**src/design/gwna_div.sv**
```systemverilog
// Restoring divider, one quotient bit per cycle, rounding half away from zero.
// Depends on gwna_pkg only through the common project conventions.
module gwna_div #(
    parameter int NUM_W = 56,
    parameter int DEN_W = 24
) (
    input  logic                    clk,
    input  logic                    rst_n,
    input  logic                    start,
    input  logic signed [NUM_W-1:0] num,
    input  logic [DEN_W-1:0]        den,
    output logic                    busy,
    output logic                    done,
    output logic [NUM_W:0]          quo,
    output logic                    neg
);
    localparam int CNT_W = $clog2(NUM_W + 2);

    logic             busy_reg;
    logic             done_reg;
    logic [CNT_W-1:0] cnt_reg;
    logic [NUM_W:0]   quo_reg;
    logic [DEN_W-1:0] rem_reg;
    logic [DEN_W-1:0] den_reg;
    logic             neg_reg;

    logic [NUM_W:0]   num_ext;
    logic [NUM_W:0]   mag;
    logic [DEN_W:0]   trial;
    logic [DEN_W:0]   diff;
    logic             ge;

    always_comb
    begin
        num_ext = {num[NUM_W-1], num};
        mag     = num[NUM_W-1] ? (~num_ext + 1'b1) : num_ext;
        trial   = {rem_reg, quo_reg[NUM_W]};
        diff    = trial - {1'b0, den_reg};
        ge      = trial >= {1'b0, den_reg};
    end

    always_ff @(posedge clk or negedge rst_n)
    begin
        if (!rst_n)
        begin
            busy_reg <= 1'b0;
            done_reg <= 1'b0;
            cnt_reg  <= '0;
        end
        else if (start)
        begin
            busy_reg <= 1'b1;
            done_reg <= 1'b0;
            cnt_reg  <= CNT_W'(NUM_W + 1);
        end
        else if (busy_reg)
        begin
            cnt_reg <= cnt_reg - 1'b1;
            if (cnt_reg == CNT_W'(1))
            begin
                busy_reg <= 1'b0;
                done_reg <= 1'b1;
            end
        end
        else
        begin
            done_reg <= 1'b0;
        end
    end

    always_ff @(posedge clk)
    begin
        if (start)
        begin
            quo_reg <= mag + (NUM_W+1)'(den >> 1);
            rem_reg <= '0;
            den_reg <= den;
            neg_reg <= num[NUM_W-1];
        end
        else if (busy_reg)
        begin
            rem_reg <= ge ? diff[DEN_W-1:0] : trial[DEN_W-1:0];
            quo_reg <= {quo_reg[NUM_W-1:0], ge};
        end
    end

    assign busy = busy_reg;
    assign done = done_reg;
    assign quo  = quo_reg;
    assign neg  = neg_reg;

endmodule

```
**config.mk**
```make
export PLATFORM = sky130hd
export DESIGN_NAME = gwna_div
export DESIGN_NICKNAME = d
export VERILOG_FILES = /design/src/design/gwna_div.sv
export SDC_FILE = /design/constraint.sdc
export NUM_CORES = 1
export LEC_CHECK = 0
export BUFFER_PORTS_ARGS = -buffer_cell sky130_fd_sc_hd__clkbuf_2
export CORE_UTILIZATION = 40
export CTS_CLUSTER_SIZE = 14
export DETAILED_ROUTE_END_ITERATION = 12
export GPL_TIMING_DRIVEN = 1
export SLEW_MARGIN = 5
export SYNTH_ARGS = -nofsm -noshare
export SYNTH_HDL_FRONTEND = slang
export SYNTH_SLANG_ARGS = --single-unit
```
**constraint.sdc**
```tcl
create_clock -name clk -period 2.75 [get_ports clk]
set_input_delay 0.275 -clock clk [delete_from_list [all_inputs] [get_ports clk]]
set_output_delay 0.275 -clock clk [all_outputs]
set_load 0.02 [all_outputs]
```
== After elaboration in Yosys (flattened, before gate mapping) ==
Cells that the tools add are included.

* Flip-flop bits (word level): 114
* Output and inout port bits: 60
* Bits of input ports: 83
* Word-level logic and storage cells: 28

* Multiplexer cells: 12
* Reduce and logical (&&, ||, !) cells: 1
* Add/subtract/negate cells: 4
* Bitwise logic cells: 1
* Equality and inequality tests: 2
* Magnitude comparators: 1

{| class="wikitable"
|+ Operators with widths
! kind !! count
|-
| 57-bit 2-to-1 mux || 3
|-
| 57-bit by 1-bit adder with 57-bit output, second input constant || 1
|-
| 57-bit by 23-bit adder with 57-bit output || 1
|-
| 57-bit inverter || 1
|-
| 25-bit by 24-bit greater-or-equal comparator with 1-bit output || 1
|-
| 24-bit 2-to-1 mux || 1
|-
| 24-bit subtractor || 1
|-
| 6-bit 2-to-1 mux || 2
|-
| 6-bit by 1-bit == test with 1-bit output, second input constant || 1
|-
| 1-bit 2-to-1 mux || 6
|-
| 6-bit by 1-bit subtractor with 6-bit output, second input constant || 1
|-
| 3-bit by 2-bit != test with 1-bit output, second input constant || 1
|-
| 2-bit nonzero test || 1
|}

== Logic depth before layout (Yosys ltp) ==
* Depth after elaboration: 5
* Gate-level depth with buffers: 18
* Depth with buffers taken out: 17

== Worst setup path before layout ==
No wires, ideal clock.

* Kind: in2reg
* Start point: input port num[55]
* End point: register quo_reg[48], in the netlist quo[48] (data pin)
* Library setup time: 255 ps
* Buffers on the path: 5
* Setup slack: -1913 ps
* Cell stages on the path: 17
* Data required time: 2495 ps
* Data arrival time: 4408 ps
* Cells stage by stage: clkbuf_1 > clkbuf_1 > clkbuf_1 > clkbuf_1 > clkbuf_1 > o21ai_0 > xnor2_1 > ha_1 > o211ai_1 > a21o_1 > o21ai_0 > nand3_1 > a211o_1 > a21o_1 > a211o_1 > or4_1 > a31o_1

* Cells in the longest elaborated chain, start to end: 3

{| class="wikitable"
|+ Ends and longest elaborated chain
! what !! RTL line !! RTL
|-
| from (decl) || 10 || <nowiki>input logic signed [NUM_W-1:0] num,</nowiki>
|-
| 57-bit 2-to-1 mux || 36 || <nowiki>mag = num[NUM_W-1] ? (~num_ext + 1'b1) : num_ext;</nowiki>
|-
| 57-bit by 23-bit adder with 57-bit output || 75 || <nowiki>quo_reg <= mag + (NUM_W+1)'(den >> 1);</nowiki>
|-
| 57-bit 2-to-1 mux || 73 || <nowiki>if (start)</nowiki>
|-
| to (signal assigned) || 75 ||
|-
| to (signal assigned) || 83 || <nowiki>quo_reg <= {quo_reg[NUM_W-1:0], ge};</nowiki>
|-
| to (decl) || 22 || <nowiki>logic [NUM_W:0] quo_reg;</nowiki>
|}

No other way between the ends.
A chain may end at the register's enable or synchronous reset.

== Worst setup path in the final report ==
* Start point: input port num[5]
* End point: register quo_reg[48], in the netlist quo[48] (data pin)

* Cells in the longest elaborated chain, start to end: 5

{| class="wikitable"
|+ Ends and longest elaborated chain
! what !! RTL line
|-
| 57-bit inverter || 36
|-
| 57-bit by 1-bit adder with 57-bit output || 36
|-
| 57-bit 2-to-1 mux (*) || 36
|-
| 57-bit by 23-bit adder with 57-bit output (*) || 75
|-
| 57-bit 2-to-1 mux (*) || 73
|}

Mark *: on every way between the ends. The rest lies on a longest branch, timed or not.

==> flow_summary.json <==
{
  "num_vias": 10400,
  "r2r_end": "rem_reg[16]$_SDFFE_PP0P_",
  "path_class": "in -> reg",
  "die_w_um": 157,
  "worst_pin_slew_ns": 0.761,
  "initial_core_util": 0.410,
  "critPathSlowestCell": "or4_1",
  "min_period_ns": 3.61,
  "syn2layout_area_growth_pct": 56.4,
  "crit_start": "num[5]",
  "maxCapViolations": 0,
  "fin_crit_sh": 1.31,
  "cp-end-kind": "flip-flop",
  "final_cell_mix": "buf_4, clkbuf_2, nand2_1",
  "ys.flop_type": "edfxtp_1",
  "power_w": 0.00966,
  "crit_path_start_kind": "input port",
  "min_path_type": "in -> reg",
  "largest_reg_flops": 57,
  "dp.cells": 1807,
  "relSlewSlack": 0.492,
  "max-vdd-ir-drop_mv": 0.462,
  "yosysUniqueCellTypes": 79,
  "worstPathMaxFanout": 6,
  "crit_end": "quo[48]$_DFFE_PP_",
  "drtIter0Drc": 726,
  "die-area_sq_um": 24800,
  "cts_root_buf": "clkbuf_16",
  "syn_area_sq_um": 9660,
  "grt_pass1_wl_um": 51600,
  "final.setup.tns_ns": -26.40,
  "fillers": 1971,
  "final_area_sq_um": 15100,
  "skew_ns": 0.00852,
  "clkSinkCount": 114,
  "grt_pass1_vias": 9849,
  "rsz0062_at_grt": "true",
  "pwr_density_cell_nw_per_um2": 640,
  "htree_num_levels": 4,
  "crit_top_cell": "a211o_1",
  "via_per_inst": 5.53,
  "core_sq_um": 23500,
  "die_h_um": 157,
  "cts.path.max_buffers": 2,
  "routedWlPerCell_um": 17.8,
  "port_buffers": 142,
  "regToRegSetupSlack_ns": 0,
  "max_stage_delay_ns": 0.51,
  "status": "finished, violations left",
  "stdcell_count": 1889,
  "grt_max_degree": 54,
  "p_leak_nw": 6.54,
  "design.portCount": 143,
  "arrival_ns": 3.79,
  "synthArstFlopShare": 0.0702,
  "syn_nets": 1214,
  "setup_ws_ns": -0.859,
  "antenna_left": 0,
  "rows": 56,
  "syn_inst": 1075,
  "drt_first_pass_iters": 6,
  "cp.required_ns": 2.93,
  "r2r_cells": 13,
  "place_congestion": 0.936,
  "drive_gt1_frac": 0.469,
  "grt_use_total": 0.269,
  "antenna_found_initial": 0,
  "yosys_register_bits": 114,
  "seq_area_frac_synth": 0.325,
  "synth_edf_count": 82,
  "yosys.area.top_type": "edfxtp_1",
  "failed_checks": "negative setup slack",
  "r2r-start": "quo[56]$_DFFE_PP_",
  "cts_tree": "built",
  "grt_remaining_overflow": 0,
  "post-dp-hpwl_um": 24900,
  "antenna_cells": 0,
  "layout_commonest_cell": "buf_4",
  "hold_viol_final": 0,
  "syn_avg_cell_area_sq_um": 8.98,
  "regArea_sq_um": 3140,
  "nNetsFinal": 1696,
  "synth_area_leaders": "edfxtp_1, ha_1, xnor2_1",
  "synth_warnings": 0,
  "crit_chain": "buf_8, nor4_4, buf_6, nand3_4, buf_4, o41ai_4, xnor2_1, ha_1, nand2_2, nor2_4, a2111oi_4, a211o_1, a21o_1, a211o_1, or4_1, a31o_1",
  "synth_top_cell_area_share": 0.255,
  "cts_made_buffers": 17,
  "max_freq_mhz": 277,
  "drv_slew": 0,
  "clk_latency_ns": 0.42,
  "hold_ws_ns": 0.0236,
  "wirelength_um": 33600,
  "clk_pin_slew_ns": 0.06,
  "setup_viol": 46,
  "drcViolationCount": 0,
  "multiInputGateArea_sq_um": 7170,
  "placed_area_sq_um": 13200
}
## cells by family after synthesis
logic type,share of synthesized area
and+or+nand+nor,0.215
adders and majority gates,0.0741
AOI/OAI and AO/OA,0.201
DFF,0.325
xor gates and xnor gates,0.0970
buffers and inverters,0.0369
muxes,0.0499
## metrics by stage
stage / util / setup slack [ns]
after global routing: 0.642 / -1.00
after detailed placement: 0.561 / -1.27
final: 0.642 / -0.859
after global placement: 0.561 / -1.23
after CTS: 0.613 / -0.701
after floorplan: - / -1.21
## worst min path at each step
stage | depth (start not counted) | to | start
global placement | 1 | busy$_DFF_PN0_ | rst_n
floorplan | 0 | busy$_DFF_PN0_ | rst_n
global route | 1 | den_reg[0]$_DFFE_PP_ | den[0]
CTS | 1 | den_reg[0]$_DFFE_PP_ | den[0]
detailed placement | 1 | busy$_DFF_PN0_ | rst_n
finish | 1 | den_reg[0]$_DFFE_PP_ | den[0]
## Yosys cell counts (all sizes together), types with 5 or more instances
cell,instances
nand2,107
edfxtp,82
xnor2,77
nor2,73
a21oi,54
ha,54
inv,49
mux2,41
clkbuf,39
o21ai,37
nand3,36
xor2,30
nor4,28
nor3,27
a21o,25
o31ai,25
a311oi,24
dfxtp,24
or3,20
nand4,17
a31oi,15
or4,15
o41ai,14
nand2b,12
nor2b,12
o21a,12
a211oi,8
dfrtp,8
and2,7
nor4b,7
o21bai,7
and3,6
buf,6
or2,6
and4,5
o211ai,5
o311ai,5
## timing repair
item | 4_1_cts | 5_1_grt
resized for setup | 82 | 99
hold buffers | 1 | 0
buffers inserted | 28 | 24
pin swaps | 56 | 72
setup endpoints to repair | 49 | 72
hold endpoints to repair | 8 | 0
## power by group
group / internal [W] / leakage (nW) / total [W] / switching (W)
Sequential: 0.00231 / 1.14 / 0.00259 / 0.000278
Combinational: 0.00222 / 5.09 / 0.00465 / 0.00243
Clock: 0.00159 / 0.303 / 0.00242 / 0.000837
Total: 0.00612 / 6.54 / 0.00966 / 0.00355
## per-layer routing
layer	routed length, um	vias to the layer above	share of wire	track usage
li1	-	5059	-	-
met1	15600	4959	0.46	0.371
met4	930	0	0.028	0.0809
met3	1760	60	0.052	0.0432
met2	15400	363	0.46	0.429
met5	0	-	0	0
## worst max-delay path: cells and delay by family
| family | cells | cell delay (ns) |
|---|---|---|
| adder cells (fa/ha/maj) | 1 | 0.39 |
| buffers and inverters | 3 | 0.43 |
| AO/OA/AOI/OAI | 6 | 1.41 |
| XOR/XNOR | 1 | 0.13 |
| AND/OR/NAND/NOR | 5 | 1.16 |
## area by class of cell
type,instances,area share
Inverter,49,0.0122
Sequential cell,114,0.208
Clock buffer,18,0.0284
Tap cell,319,0.0264
Clock inverter,14,0.0127
Multi-Input combinational cell,867,0.475
Timing Repair Buffer,508,0.238
Power figures use the tool's default switching activity.
